**config.mk**
```make
export PLATFORM = sky130hd
export DESIGN_NAME = pointer_gain_curve_unit
export DESIGN_NICKNAME = d
export VERILOG_FILES = /design/src/rtl/core/pgc_pkg.sv /design/src/rtl/core/pointer_gain_curve_unit.sv /design/src/rtl/core/pgc_ram.sv /design/src/rtl/core/pgc_sqrt.sv /design/src/rtl/core/pgc_scale.sv
export SDC_FILE = /design/constraint.sdc
export NUM_CORES = 2
export LEC_CHECK = 0
export ABC_AREA = 0
export BUFFER_PORTS_ARGS = -buffer_cell sky130_fd_sc_hd__buf_2
export CAP_MARGIN = 0
export CORE_MARGIN = 1.5
export CORE_UTILIZATION = 62
export CTS_CLUSTER_SIZE = 28
export DETAILED_ROUTE_END_ITERATION = 8
export PLACE_DENSITY_LB_ADDON = 0.25
export SLEW_MARGIN = 20
export SYNTH_ARGS = -nofsm -noshare
export SYNTH_HDL_FRONTEND = slang
export SYNTH_SLANG_ARGS = --single-unit
export TNS_END_PERCENT = 5
```
**constraint.sdc**
```tcl
create_clock -name clk_i -period 6.8 [get_ports clk_i]
set_input_delay 1.02 -clock clk_i [delete_from_list [all_inputs] [get_ports clk_i]]
set_output_delay 1.02 -clock clk_i [all_outputs]
set_load 0.02 [all_outputs]
```
**src/rtl/core/pgc_pkg.sv**
```systemverilog
package pgc_pkg;

  // command codes of an input word
  localparam logic CMD_MOTION = 1'b0;
  localparam logic CMD_WRITE  = 1'b1;

  // configuration register indexes and reset values
  localparam int unsigned REG_OUT_LIMIT   = 0;
  localparam logic [6:0]  OUT_LIMIT_RESET = 7'd127;

  // digit-by-digit root starts at this bit
  localparam logic [15:0] ROOT_BIT_START = 16'h4000;
  // q8.8 gain: eight fraction bits
  localparam int unsigned FRAC_BITS      = 8;
  localparam int unsigned ACC_W          = 25;
  localparam int unsigned QUOT_W         = ACC_W - FRAC_BITS;
  localparam int unsigned GAIN_W         = 16;

  typedef enum logic [2:0] {
    S_IDLE,
    S_ROOT,
    S_READ,
    S_LOAD,
    S_MUL,
    S_DONE,
    S_ZERO
  } state_e;

  typedef struct packed {
    logic load;
    logic step;
    logic finish;
    logic clear;
  } scale_ctrl_t;

endpackage

```
**src/rtl/core/pointer_gain_curve_unit.sv**
```systemverilog
// channel  dir  handshake                     payload
// in       in   in_valid_i / in_ready_o       cmd_i dx_i dy_i table_index_i table_gain_i
// out      out  out_valid_o / out_ready_i     out_dx_o out_dy_o
// cfg      in   psel penable pwrite pready    paddr pwdata prdata (out_limit at 0)
//
// a motion word passes from accept to result through 8 squaring and 8 root
// digits in the root unit, one table read, one load and 16 shift-add steps of
// the gain multiply, then a step to round, clamp and register once the slot is free
// a table write or a zero motion word gives its zero result once the slot is free
// one word is in work at a time; the next is taken while the result waits
// reset clears the carries, the handshake state and out_limit (to 127)
module pointer_gain_curve_unit #(
  parameter int unsigned TABLE_DEPTH = 128
) (
  input  logic              clk_i,
  input  logic              rst_ni,
  input  logic              in_valid_i,
  output logic              in_ready_o,
  input  logic              cmd_i,
  input  logic signed [7:0] dx_i,
  input  logic signed [7:0] dy_i,
  input  logic [6:0]        table_index_i,
  input  logic [15:0]       table_gain_i,
  output logic              out_valid_o,
  input  logic              out_ready_i,
  output logic signed [7:0] out_dx_o,
  output logic signed [7:0] out_dy_o,
  input  logic              psel,
  input  logic              penable,
  input  logic              pwrite,
  input  logic [2:0]        paddr,
  input  logic [31:0]       pwdata,
  output logic [31:0]       prdata,
  output logic              pready
);
  import pgc_pkg::*;

  localparam int unsigned IDX_W = $clog2(TABLE_DEPTH);

  state_e             state_q, state_d;
  logic [3:0]         mul_cnt_q, mul_cnt_d;
  logic [6:0]         out_limit_q;
  logic signed [7:0]  dx_q, dy_q;
  logic               out_valid_q, out_valid_d;
  logic signed [7:0]  out_dx_q, out_dx_d, out_dy_q, out_dy_d;
  logic               accept;
  logic               slot_free;
  logic               zero_motion;
  logic [7:0]         mag_x, mag_y;
  logic               root_start, root_done;
  logic [7:0]         root;
  logic [IDX_W-1:0]   rd_idx, ram_addr;
  logic               ram_we;
  logic [GAIN_W-1:0]  gain;
  scale_ctrl_t        sctrl;
  logic signed [7:0]  qx, qy;
  logic               cfg_write;

  assign accept      = in_valid_i && in_ready_o;
  assign in_ready_o  = (state_q == S_IDLE);
  assign slot_free   = !out_valid_q || out_ready_i;
  assign zero_motion = (dx_i == 8'sd0) && (dy_i == 8'sd0);

  assign mag_x = dx_i[7] ? 8'(-dx_i) : 8'(dx_i);
  assign mag_y = dy_i[7] ? 8'(-dy_i) : 8'(dy_i);

  // configuration port
  assign pready    = 1'b1;
  assign cfg_write = psel && penable && pwrite && pready
                     && (32'(paddr[2]) == REG_OUT_LIMIT);
  assign prdata    = (32'(paddr[2]) == REG_OUT_LIMIT) ? {25'd0, out_limit_q} : 32'd0;

  always_ff @(posedge clk_i or negedge rst_ni) begin
    if (!rst_ni) begin
      out_limit_q <= OUT_LIMIT_RESET;
    end else if (cfg_write) begin
      out_limit_q <= pwdata[6:0];
    end
  end

  // gain table
  assign rd_idx   = (32'(root) >= TABLE_DEPTH) ? IDX_W'(TABLE_DEPTH - 1) : IDX_W'(root);
  assign ram_addr = (state_q == S_IDLE) ? IDX_W'(table_index_i) : rd_idx;
  assign ram_we   = accept && (cmd_i == CMD_WRITE) && (32'(table_index_i) < TABLE_DEPTH);

  pgc_ram #(
    .WIDTH (GAIN_W),
    .DEPTH (TABLE_DEPTH)
  ) u_table (
    .clk_i   (clk_i),
    .we_i    (ram_we),
    .addr_i  (ram_addr),
    .wdata_i (table_gain_i),
    .rdata_o (gain)
  );

  pgc_sqrt u_sqrt (
    .clk_i   (clk_i),
    .rst_ni  (rst_ni),
    .start_i (root_start),
    .mag_x_i (mag_x),
    .mag_y_i (mag_y),
    .done_o  (root_done),
    .root_o  (root)
  );

  pgc_scale u_scale_x (
    .clk_i  (clk_i),
    .rst_ni (rst_ni),
    .ctrl_i (sctrl),
    .d_i    (dx_q),
    .gain_i (gain),
    .lim_i  (out_limit_q),
    .q_o    (qx)
  );

  pgc_scale u_scale_y (
    .clk_i  (clk_i),
    .rst_ni (rst_ni),
    .ctrl_i (sctrl),
    .d_i    (dy_q),
    .gain_i (gain),
    .lim_i  (out_limit_q),
    .q_o    (qy)
  );

  always_comb begin
    state_d     = state_q;
    mul_cnt_d   = mul_cnt_q;
    out_valid_d = out_valid_q && !out_ready_i;
    out_dx_d    = out_dx_q;
    out_dy_d    = out_dy_q;
    root_start  = 1'b0;
    sctrl       = '0;
    case (state_q)
      S_IDLE: begin
        if (accept) begin
          if (cmd_i == CMD_WRITE) begin
            state_d = S_ZERO;
          end else if (zero_motion) begin
            sctrl.clear = 1'b1;
            state_d     = S_ZERO;
          end else begin
            root_start = 1'b1;
            state_d    = S_ROOT;
          end
        end
      end
      S_ROOT: begin
        if (root_done) begin
          state_d = S_READ;
        end
      end
      S_READ: begin
        state_d = S_LOAD;
      end
      S_LOAD: begin
        sctrl.load = 1'b1;
        mul_cnt_d  = '0;
        state_d    = S_MUL;
      end
      S_MUL: begin
        sctrl.step = 1'b1;
        mul_cnt_d  = mul_cnt_q + 4'd1;
        if (mul_cnt_q == 4'd15) begin
          state_d = S_DONE;
        end
      end
      S_DONE: begin
        if (slot_free) begin
          sctrl.finish = 1'b1;
          out_valid_d  = 1'b1;
          out_dx_d     = qx;
          out_dy_d     = qy;
          state_d      = S_IDLE;
        end
      end
      S_ZERO: begin
        if (slot_free) begin
          out_valid_d = 1'b1;
          out_dx_d    = 8'sd0;
          out_dy_d    = 8'sd0;
          state_d     = S_IDLE;
        end
      end
      default: begin
        state_d = S_IDLE;
      end
    endcase
  end

  always_ff @(posedge clk_i or negedge rst_ni) begin
    if (!rst_ni) begin
      state_q     <= S_IDLE;
      mul_cnt_q   <= '0;
      out_valid_q <= 1'b0;
    end else begin
      state_q     <= state_d;
      mul_cnt_q   <= mul_cnt_d;
      out_valid_q <= out_valid_d;
    end
  end

  always_ff @(posedge clk_i) begin
    out_dx_q <= out_dx_d;
    out_dy_q <= out_dy_d;
    if (accept) begin
      dx_q <= dx_i;
      dy_q <= dy_i;
    end
  end

  assign out_valid_o = out_valid_q;
  assign out_dx_o    = out_dx_q;
  assign out_dy_o    = out_dy_q;

endmodule

```
**src/rtl/core/pgc_ram.sv**
```systemverilog
module pgc_ram #(
  parameter int unsigned WIDTH = 16,
  parameter int unsigned DEPTH = 128
) (
  input  logic                     clk_i,
  input  logic                     we_i,
  input  logic [$clog2(DEPTH)-1:0] addr_i,
  input  logic [WIDTH-1:0]         wdata_i,
  output logic [WIDTH-1:0]         rdata_o
);

  logic [WIDTH-1:0] mem [DEPTH];
  logic [WIDTH-1:0] rdata_q;

  always_ff @(posedge clk_i) begin
    if (we_i) begin
      mem[addr_i] <= wdata_i;
    end
    rdata_q <= mem[addr_i];
  end

  assign rdata_o = rdata_q;

endmodule

```
**src/rtl/core/pgc_sqrt.sv**
```systemverilog
module pgc_sqrt (
  input  logic       clk_i,
  input  logic       rst_ni,
  input  logic       start_i,
  input  logic [7:0] mag_x_i,
  input  logic [7:0] mag_y_i,
  output logic       done_o,
  output logic [7:0] root_o
);
  import pgc_pkg::*;

  logic        busy_q, busy_d;
  logic [3:0]  cnt_q, cnt_d;
  logic [15:0] n_q, n_d;
  logic [15:0] res_q, res_d;
  logic [15:0] bit_q, bit_d;
  logic [15:0] mx_q, mx_d, my_q, my_d;
  logic [7:0]  bx_q, bx_d, by_q, by_d;
  logic [15:0] trial;
  logic        done;

  assign trial = res_q + bit_q;

  always_comb begin
    busy_d = busy_q;
    cnt_d  = cnt_q;
    n_d    = n_q;
    res_d  = res_q;
    bit_d  = bit_q;
    mx_d   = mx_q;
    my_d   = my_q;
    bx_d   = bx_q;
    by_d   = by_q;
    done   = 1'b0;
    if (start_i) begin
      busy_d = 1'b1;
      cnt_d  = '0;
      n_d    = '0;
      res_d  = '0;
      bit_d  = ROOT_BIT_START;
      mx_d   = {8'd0, mag_x_i};
      my_d   = {8'd0, mag_y_i};
      bx_d   = mag_x_i;
      by_d   = mag_y_i;
    end else if (busy_q) begin
      cnt_d = cnt_q + 4'd1;
      if (!cnt_q[3]) begin
        // squaring phase: one multiplier bit of each axis per cycle
        n_d  = n_q + (bx_q[0] ? mx_q : 16'd0) + (by_q[0] ? my_q : 16'd0);
        mx_d = mx_q << 1;
        my_d = my_q << 1;
        bx_d = bx_q >> 1;
        by_d = by_q >> 1;
      end else begin
        // root phase: one result digit per cycle
        if (n_q >= trial) begin
          n_d   = n_q - trial;
          res_d = (res_q >> 1) + bit_q;
        end else begin
          res_d = res_q >> 1;
        end
        bit_d = bit_q >> 2;
        if (cnt_q == 4'd15) begin
          busy_d = 1'b0;
          done   = 1'b1;
        end
      end
    end
  end

  always_ff @(posedge clk_i or negedge rst_ni) begin
    if (!rst_ni) begin
      busy_q <= 1'b0;
      cnt_q  <= '0;
    end else begin
      busy_q <= busy_d;
      cnt_q  <= cnt_d;
    end
  end

  always_ff @(posedge clk_i) begin
    n_q   <= n_d;
    res_q <= res_d;
    bit_q <= bit_d;
    mx_q  <= mx_d;
    my_q  <= my_d;
    bx_q  <= bx_d;
    by_q  <= by_d;
  end

  assign done_o = done;
  assign root_o = res_q[7:0];

endmodule

```
**src/rtl/core/pgc_scale.sv**
```systemverilog
module pgc_scale (
  input  logic                      clk_i,
  input  logic                      rst_ni,
  input  pgc_pkg::scale_ctrl_t      ctrl_i,
  input  logic signed [7:0]         d_i,
  input  logic [pgc_pkg::GAIN_W-1:0] gain_i,
  input  logic [6:0]                lim_i,
  output logic signed [7:0]         q_o
);
  import pgc_pkg::*;

  logic signed [ACC_W-1:0]  acc_q, acc_d;
  logic signed [ACC_W-1:0]  md_q, md_d;
  logic [GAIN_W-1:0]        g_q, g_d;
  logic signed [8:0]        carry_q, carry_d;
  logic signed [QUOT_W-1:0] quot;
  logic signed [QUOT_W-1:0] lim_pos;
  logic signed [QUOT_W-1:0] lim_neg;
  logic signed [QUOT_W-1:0] clamped;
  logic                     round_up;

  // truncation toward zero: negative sums with a fraction round up
  assign round_up = acc_q[ACC_W-1] && (acc_q[FRAC_BITS-1:0] != '0);
  assign quot     = QUOT_W'(acc_q >>> FRAC_BITS) + QUOT_W'(round_up);
  assign lim_pos  = QUOT_W'({1'b0, lim_i});
  assign lim_neg  = -lim_pos;

  always_comb begin
    if (quot > lim_pos) begin
      clamped = lim_pos;
    end else if (quot < lim_neg) begin
      clamped = lim_neg;
    end else begin
      clamped = quot;
    end
  end

  assign q_o = clamped[7:0];

  always_comb begin
    acc_d   = acc_q;
    md_d    = md_q;
    g_d     = g_q;
    carry_d = carry_q;
    if (ctrl_i.load) begin
      acc_d = ACC_W'(carry_q);
      md_d  = ACC_W'(d_i);
      g_d   = gain_i;
    end else if (ctrl_i.step) begin
      // shift-add, one gain bit per cycle
      if (g_q[0]) begin
        acc_d = acc_q + md_q;
      end
      md_d = md_q <<< 1;
      g_d  = g_q >> 1;
    end
    if (ctrl_i.clear) begin
      carry_d = '0;
    end else if (ctrl_i.finish) begin
      carry_d = {round_up, acc_q[FRAC_BITS-1:0]};
    end
  end

  always_ff @(posedge clk_i or negedge rst_ni) begin
    if (!rst_ni) begin
      carry_q <= '0;
    end else begin
      carry_q <= carry_d;
    end
  end

  always_ff @(posedge clk_i) begin
    acc_q <= acc_d;
    md_q  <= md_d;
    g_q   <= g_d;
  end

endmodule
```
======== Word level (Yosys, flattened, before mapping) ========
Memories as Yosys holds them, arrays and structs flattened. A register that Yosys moved wholly into a read port is not among the register bits.
Cells that the tools add are included.
word-level totals
  bits in registers ....................... 290
  memories kept ........................... 1
  RAM bits ................................ 2048
  bits of input ports ..................... 82
cells by class
  magnitude comparators ................... 6
  reduce and logical (&&, ||, !) cells .... 33
  eq/ne operators ......................... 16
  $add $sub $neg .......................... 14
  bitwise gates (word level) .............. 2
  multiplexer cells ....................... 83
memory list
  name         words  width  rd ports  clocked after memory_dff  write ports  line           RTL
  u_table.mem  128    16     1         1                         1            pgc_ram.sv:12  logic [WIDTH-1:0] mem [DEPTH];
operator list
  cell                count
  $mux 25             10
  $mux 8              21
  $mux 16             9
  $add 25x25->25      2
  $mux 9              4
  $add 17x1->17       2
  $gt 17x8->1         2
  $lt 17x17->1        2
  $add 16x16->16      2
  $pmux 8 s2          2
  $mux 1              24
  $mux 7              3
  $mux 3              6
  $pmux 3 s6          1
  $neg 7->17          1
  $add 15x15->16      1
  $add 16x15->16      1
  $ge 16x16->1        1
  $logic_not 8->1     2
  $neg 8->8           2
  $reduce_bool 8->1   2
  $sub 16x16->16      1
  $reduce_bool 2->1   7
  $ne 2x2->1 const B  6
  18 further kinds    40

======== Depth between registers and ports, before layout ========
  depth in word-level cells ............... 9
  gate-level depth with buffers ........... 20
  depth with buffers taken out ............ 18

======== Hierarchy ========
A second synthesis with hierarchy kept.
second synthesis, totals
  cell total of the unflattened synthesis .. 6725
  area total of the unflattened synthesis .. 99096.3 sq um
modules (own cells, without submodules)
  module                   times used  cells each  area an instance (sq um)
  pgc_ram                  1           4623        78861.9
  pgc_scale                2           543         5479.0
  pgc_sqrt                 1           783         6731.5
  pointer_gain_curve_unit  1           233         2544.9

======== Worst setup path before layout ========
Ideal clock, no wire load.
  path kind ............................... reg2reg
  start point ............................. register u_scale_x.acc_q[1]
  end point ............................... register out_dx_q[3], in the netlist out_dx_o[3] (data pin)
  buffers on the path ..................... 1
  stages on the path, launching flop included .. 17
  clock period less this slack ............ 4006 ps
  arrival time ............................ 3739 ps
  setup slack ............................. 2794 ps
  data required time ...................... 6534 ps
  cells stage by stage .................... edfxtp_1 nor4_1 a21boi_0 ha_1 ha_1 nand3_1 nor2_1 xor2_1 ha_1 a211o_1 a221o_1 a2111o_1 o41ai_2 clkbuf_1 nor2_1 a21oi_1 nor2_1
between the ends
  cells in the longest elaborated chain, start to end .. 8
ends and longest elaborated chain
  element                 line                            RTL
  start, declared         pgc_scale.sv:12                 logic signed [ACC_W-1:0] acc_q, acc_d;
  start signal, assigned  pgc_scale.sv:73                 acc_q <= acc_d;
  $reduce_bool 8->1 *     pgc_scale.sv:23                 assign round_up = acc_q[ACC_W-1] && (acc_q[FRAC_BITS-1:0] != '0);
  $logic_and 1x1->1 *     pgc_scale.sv:23
  $add 17x1->17 *         pgc_scale.sv:24                 assign quot = QUOT_W'(acc_q >>> FRAC_BITS) + QUOT_W'(round_up);
  $lt 17x17->1            pgc_scale.sv:31                 end else if (quot < lim_neg) begin
  $mux 8                  pgc_scale.sv:31
  $mux 8 *                pgc_scale.sv:29                 if (quot > lim_pos) begin
  $mux 8 *                pointer_gain_curve_unit.sv:170  if (slot_free) begin
  $pmux 8 s2 *            pointer_gain_curve_unit.sv:135  case (state_q)
  end signal, assigned    pointer_gain_curve_unit.sv:205  out_dx_q <= out_dx_d;
  end, declared           pointer_gain_curve_unit.sv:45   logic signed [7:0] out_dx_q, out_dx_d, out_dy_q, out_dy_d;
Every way passes the cells marked *; elsewhere a longest branch is shown, timed or not. The select of a mux whose other input is x is not followed.
A chain may end at the register's enable or synchronous reset.

======== Final worst setup path ========
  start point ............................. register state_q[2]
  end point ............................... register u_table.rdata_q[3], in the netlist u_table.rdata_o[3] (read register of u_table.mem)
between the ends
  cells in the longest elaborated chain, start to end .. 2
ends and longest elaborated chain
  element                 line                            RTL
  start, declared         pointer_gain_curve_unit.sv:40   state_e state_q, state_d;
  start signal, assigned  pointer_gain_curve_unit.sv:198  state_q <= state_d;
  $logic_not 3->1         pointer_gain_curve_unit.sv:83   assign ram_addr = (state_q == S_IDLE) ? IDX_W'(table_index_i) : rd_idx;
  $mux 7                  pointer_gain_curve_unit.sv:83
  end, declared           pgc_ram.sv:13                   logic [WIDTH-1:0] rdata_q;
No other way between the ends.

==> impl_summary.log <==
INFO  metric clock-sinks = 2338
INFO  metric crit_family = compound AO/OA/AOI/OAI gates
INFO  metric post-place-cells = 7603
INFO  metric failed_checks = DRC
INFO  metric finalHoldViolations = 0
INFO  metric power.static_leakage = 33.34 nW
INFO  metric vias_per_cell = 7.021
INFO  metric edff_count_synth = 2228
INFO  metric drtAntennaViolNets = 0
INFO  metric die_w = 387.5 um
INFO  metric total_switching_power = 15.42 mW
INFO  metric grt_first_pass_wirelength = 350.9 mm
INFO  metric worst-path-buf-inv = 2
INFO  metric seq_power_share = 0.401
INFO  metric average_cell_area_after_synthesis = 16.07 um2
INFO  metric antenna_found_initial = 6
INFO  metric worstPathCellList = or3_1 > clkinv_4 > nor3_1 > a32o_4 > buf_4 > a222oi_1 > a31oi_1 > nor4_1 > nand4_1
INFO  metric firstDrtPassIters = 9
INFO  metric post-synth-top-count-cell = sky130_fd_sc_hd__edfxtp_1
INFO  metric post-layout-total-power = 44.37 mW
INFO  metric timing.hold.ws = 0.3712 ns
INFO  metric synth_top_cell_area_share = 0.7299
INFO  metric post-route-drc-count = 18
INFO  metric yosysUniqueCellTypes = 80
INFO  metric synth.top_cells.by_area = sky130_fd_sc_hd__edfxtp_1 (73%), sky130_fd_sc_hd__a222oi_1 (5.6%), sky130_fd_sc_hd__a22oi_1 (2.1%)
INFO  metric drt_iter0_markers = 10.37k
INFO  metric cp_data_required_time = 7.61 ns
INFO  metric postLayoutCoreUtil = 0.7001
INFO  metric criticalPathCategory = flip-flop to flip-flop
INFO  metric synth_top_area_cell = sky130_fd_sc_hd__edfxtp_1
INFO  metric yosysSeqAreaShare = 0.7561
INFO  metric postSynthRegisterBits = 2338
INFO  metric design.die.area = 150200 um2
INFO  metric drt-wirelength-per-cell = 30.21 um
INFO  metric fin_worst_skew = 0.06750 ns
INFO  metric chipHeight = 387.5 um
INFO  metric share_comb_of_total_power = 0.329
INFO  metric powerDensity = 433.3 nW/um2
INFO  metric layout_min_cycle_time = 5.092 ns
INFO  metric gp_congestion = 0.8860
INFO  metric number_of_maximum_capacitance_constraint_violations = 0
INFO  metric clock_tree.root_cell = sky130_fd_sc_hd__clkbuf_16
INFO  metric post_cts_resize_count = 0
INFO  metric layout-drive-gt1-share = 0.1155
INFO  metric grt_use_total = 0.3167
INFO  metric syn_to_final_growth = 11.71%
INFO  metric first_global_vias = 54.15k
INFO  metric power.share.clock = 0.270
INFO  metric h-tree-depth = 4
INFO  metric initial_standard_cell_utilization_of_the_core = 0.6267
INFO  metric status = complete, but fails checks
INFO  metric row_count = 140
INFO  metric dp_slack = 1.818 ns
INFO  metric final_design_area_no_fill = 102400 um2
INFO  metric netlist_area = 91660 um2
INFO  metric timing_max_transition_violations_final = 0
INFO  metric share_of_the_clock_period_used_by_the_worst_path_after_layout = 0.7488
INFO  metric cts_tree = yes
INFO  metric vias = 56.20k
INFO  metric finalWorstSetupSlack = 1.708 ns
INFO  metric placement.io_buffers = 79
INFO  metric worst_ep_arrival_time = 5.90 ns
INFO  metric rsz0062_at_grt = no
INFO  metric clk_latency = 0.89 ns
INFO  metric number_of_cts_inserted_buffers = 219
INFO  metric totalNegativeSetupSlack = 0 ns
INFO  metric ios = 133
INFO  metric critical_path.slowest_cell = sky130_fd_sc_hd__a32o_4
INFO  metric synth_top_cells_by_count = sky130_fd_sc_hd__edfxtp_1 (2228), sky130_fd_sc_hd__a222oi_1 (512), sky130_fd_sc_hd__nand2_1 (406), sky130_fd_sc_hd__a31oi_1 (279), sky130_fd_sc_hd__nor2_1 (261)
INFO  metric hold_path_class = input pin to asynchronous set/reset pin
INFO  metric design.final.nets = 6159
INFO  metric max-clock-path-buffers = 3
INFO  metric max_slew.worst_pin.slew = 1.307 ns
INFO  metric core_region = 146300 um2
INFO  metric grt_max_degree = 117
INFO  metric critPathCaptureType = flip-flop
INFO  metric p_int = 28.95 mW
INFO  metric ys_warn_count = 0
INFO  metric relSlewSlack = 0.1208
INFO  metric netlist_instances = 5703
INFO  metric route.final.wire_length = 241.8 mm
INFO  metric finalSetupViolations = 0
INFO  metric fin_cells = 8004
INFO  metric netSwitchingFraction = 0.3475
INFO  metric start_kind = flip-flop
INFO  metric max_stage_delay = 0.80 ns
INFO  metric detailedPlacementHpwl = 141.0 mm
INFO  metric synth_top_flop_cell = sky130_fd_sc_hd__edfxtp_1
INFO  metric worst_ir_drop_vdd = 316.5 uV
INFO  metric postCtsSetupRepairBufs = 0
INFO  metric place_area = 95290 um2
INFO  metric fmax = 0.1964 GHz
INFO  metric async_flop_share = 0.01625
INFO  metric post_cts_hold_buffer_count = 0
INFO  metric grt_overflow = 0
INFO  metric crit_fanout = 46
INFO  metric cts.reportedPaths.clkPinSlew = 0.07 ns
## power by group through the flow
| stage | logic, mW | registers (mW) | clock network [mW] |
|---|---|---|---|
| final | 14.6 | 17.8 | 12.0 |
| after global routing | 15.6 | 17.9 | 12.6 |
| after CTS | 14.3 | 17.8 | 12.0 |
| after detailed placement | 14.2 | 18.1 | 0 |
| after global placement | 13.9 | 18.1 | 0 |
| after floorplan | 9.63 | 17.8 | 0 |
## sequential cells by signal, summed over array words and instances, names as in the netlist, 4 cells and up
signal and count:
u_sqrt.n_q 16, u_table.mem 2048, u_sqrt.my_q 16, u_scale_y.acc_q 25, u_sqrt.res_q 16, out_dy_o 8, mul_cnt_q 4, u_scale_y.md_q 25
u_sqrt.cnt_q 4, u_table.rdata_o 16, u_sqrt.bit_q 8, u_scale_y.carry_q 9, u_scale_x.acc_q 25, u_sqrt.bx_q 8, dx_q 8, dy_q 8
u_scale_x.md_q 25, u_sqrt.by_q 8, u_scale_x.g_q 14, u_scale_x.carry_q 9, u_sqrt.mx_q 16, out_limit_q 7, out_dx_o 8
## final cells by class
class                      count  area, um2
clock inverter               138       1406
sequential                  2338      69310
timing repair buffer         340       2706
tap                         1917       2399
inverter                     101      384.1
clock buffer                 262       5672
antenna                        1      2.502
fill                        9201      43870
multi-input combinational   2907      20520
## layout by cell type (no fill, tap or decap), types with 18 or more instances in the layout
cell,n
sky130_fd_sc_hd__a21oi_1,158
sky130_fd_sc_hd__o211ai_1,20
sky130_fd_sc_hd__o21ai_0,113
sky130_fd_sc_hd__dfrtp_1,31
sky130_fd_sc_hd__ha_1,151
sky130_fd_sc_hd__conb_1,26
sky130_fd_sc_hd__nand3_1,56
sky130_fd_sc_hd__buf_4,250
sky130_fd_sc_hd__a22oi_1,259
sky130_fd_sc_hd__a211oi_1,34
sky130_fd_sc_hd__clkinv_2,31
sky130_fd_sc_hd__and3_1,25
sky130_fd_sc_hd__nor3_1,49
sky130_fd_sc_hd__buf_12,24
sky130_fd_sc_hd__edfxtp_1,2228
sky130_fd_sc_hd__xor2_1,69
sky130_fd_sc_hd__o21bai_1,23
sky130_fd_sc_hd__dfxtp_1,72
sky130_fd_sc_hd__bufinv_16,18
sky130_fd_sc_hd__o21a_1,33
sky130_fd_sc_hd__a31oi_1,278
sky130_fd_sc_hd__clkbuf_1,40
sky130_fd_sc_hd__nand4_1,23
sky130_fd_sc_hd__xnor2_1,59
sky130_fd_sc_hd__clkbuf_16,219
sky130_fd_sc_hd__clkinv_1,61
sky130_fd_sc_hd__nand2b_1,26
sky130_fd_sc_hd__a222oi_1,512
sky130_fd_sc_hd__fa_1,19
sky130_fd_sc_hd__nor2_1,258
sky130_fd_sc_hd__buf_2,63
sky130_fd_sc_hd__a21o_1,32
sky130_fd_sc_hd__nand2_1,405
sky130_fd_sc_hd__inv_1,99
sky130_fd_sc_hd__nor2b_1,18
sky130_fd_sc_hd__nor4_1,68
## kinds of logic after synthesis
group / count (synthesis) / synth area share
DFF: 2338 / 0.7561
adders and majority gates: 170 / 0.02476
AOI/OAI and AO/OA: 1556 / 0.1318
and+or+nand+nor: 1003 / 0.04944
other: 2 / 0.00008193
xor gates and xnor gates: 128 / 0.01223
buffers and inverters: 482 / 0.02285
muxes: 24 / 0.002730
## worst paths after layout
| kind | startpoint | to | slack [ns] | cells past startpoint |
|---|---|---|---|---|
| max reg2reg | state_q[2]$_DFFE_PN0P_ | u_table.rdata_o[3]$_DFF_P_ | 1.71 | 9 |
| min in group clk_i | dy_i[1] | dy_q[1]$_DFFE_PP_ | 0.41 | 1 |
| min reg2reg | u_sqrt.my_q[15]$_SDFFE_PP0P_ | u_sqrt.my_q[15]$_SDFFE_PP0P_ | 0.46 | 2 |
| min | rst_ni | u_scale_x.carry_q[4]$_DFFE_PN0P_ | 0.37 | 1 |
| max | state_q[2]$_DFFE_PN0P_ | u_table.rdata_o[3]$_DFF_P_ | 1.71 | 9 |
| max in group asynchronous | rst_ni | u_sqrt.cnt_q[1]$_DFFE_PN0P_ | 5.79 | 1 |
## per-layer routing
metal	part of all wire	vias to the layer above	GRT usage
met3	0.12	544	0.06829
met4	0.047	8	0.1434
met2	0.47	3979	0.5019
met1	0.36	27700	0.4254
li1	-	23960	-
met5	0.00020	-	0
No activity file was read; power rests on OpenSTA's default activity.
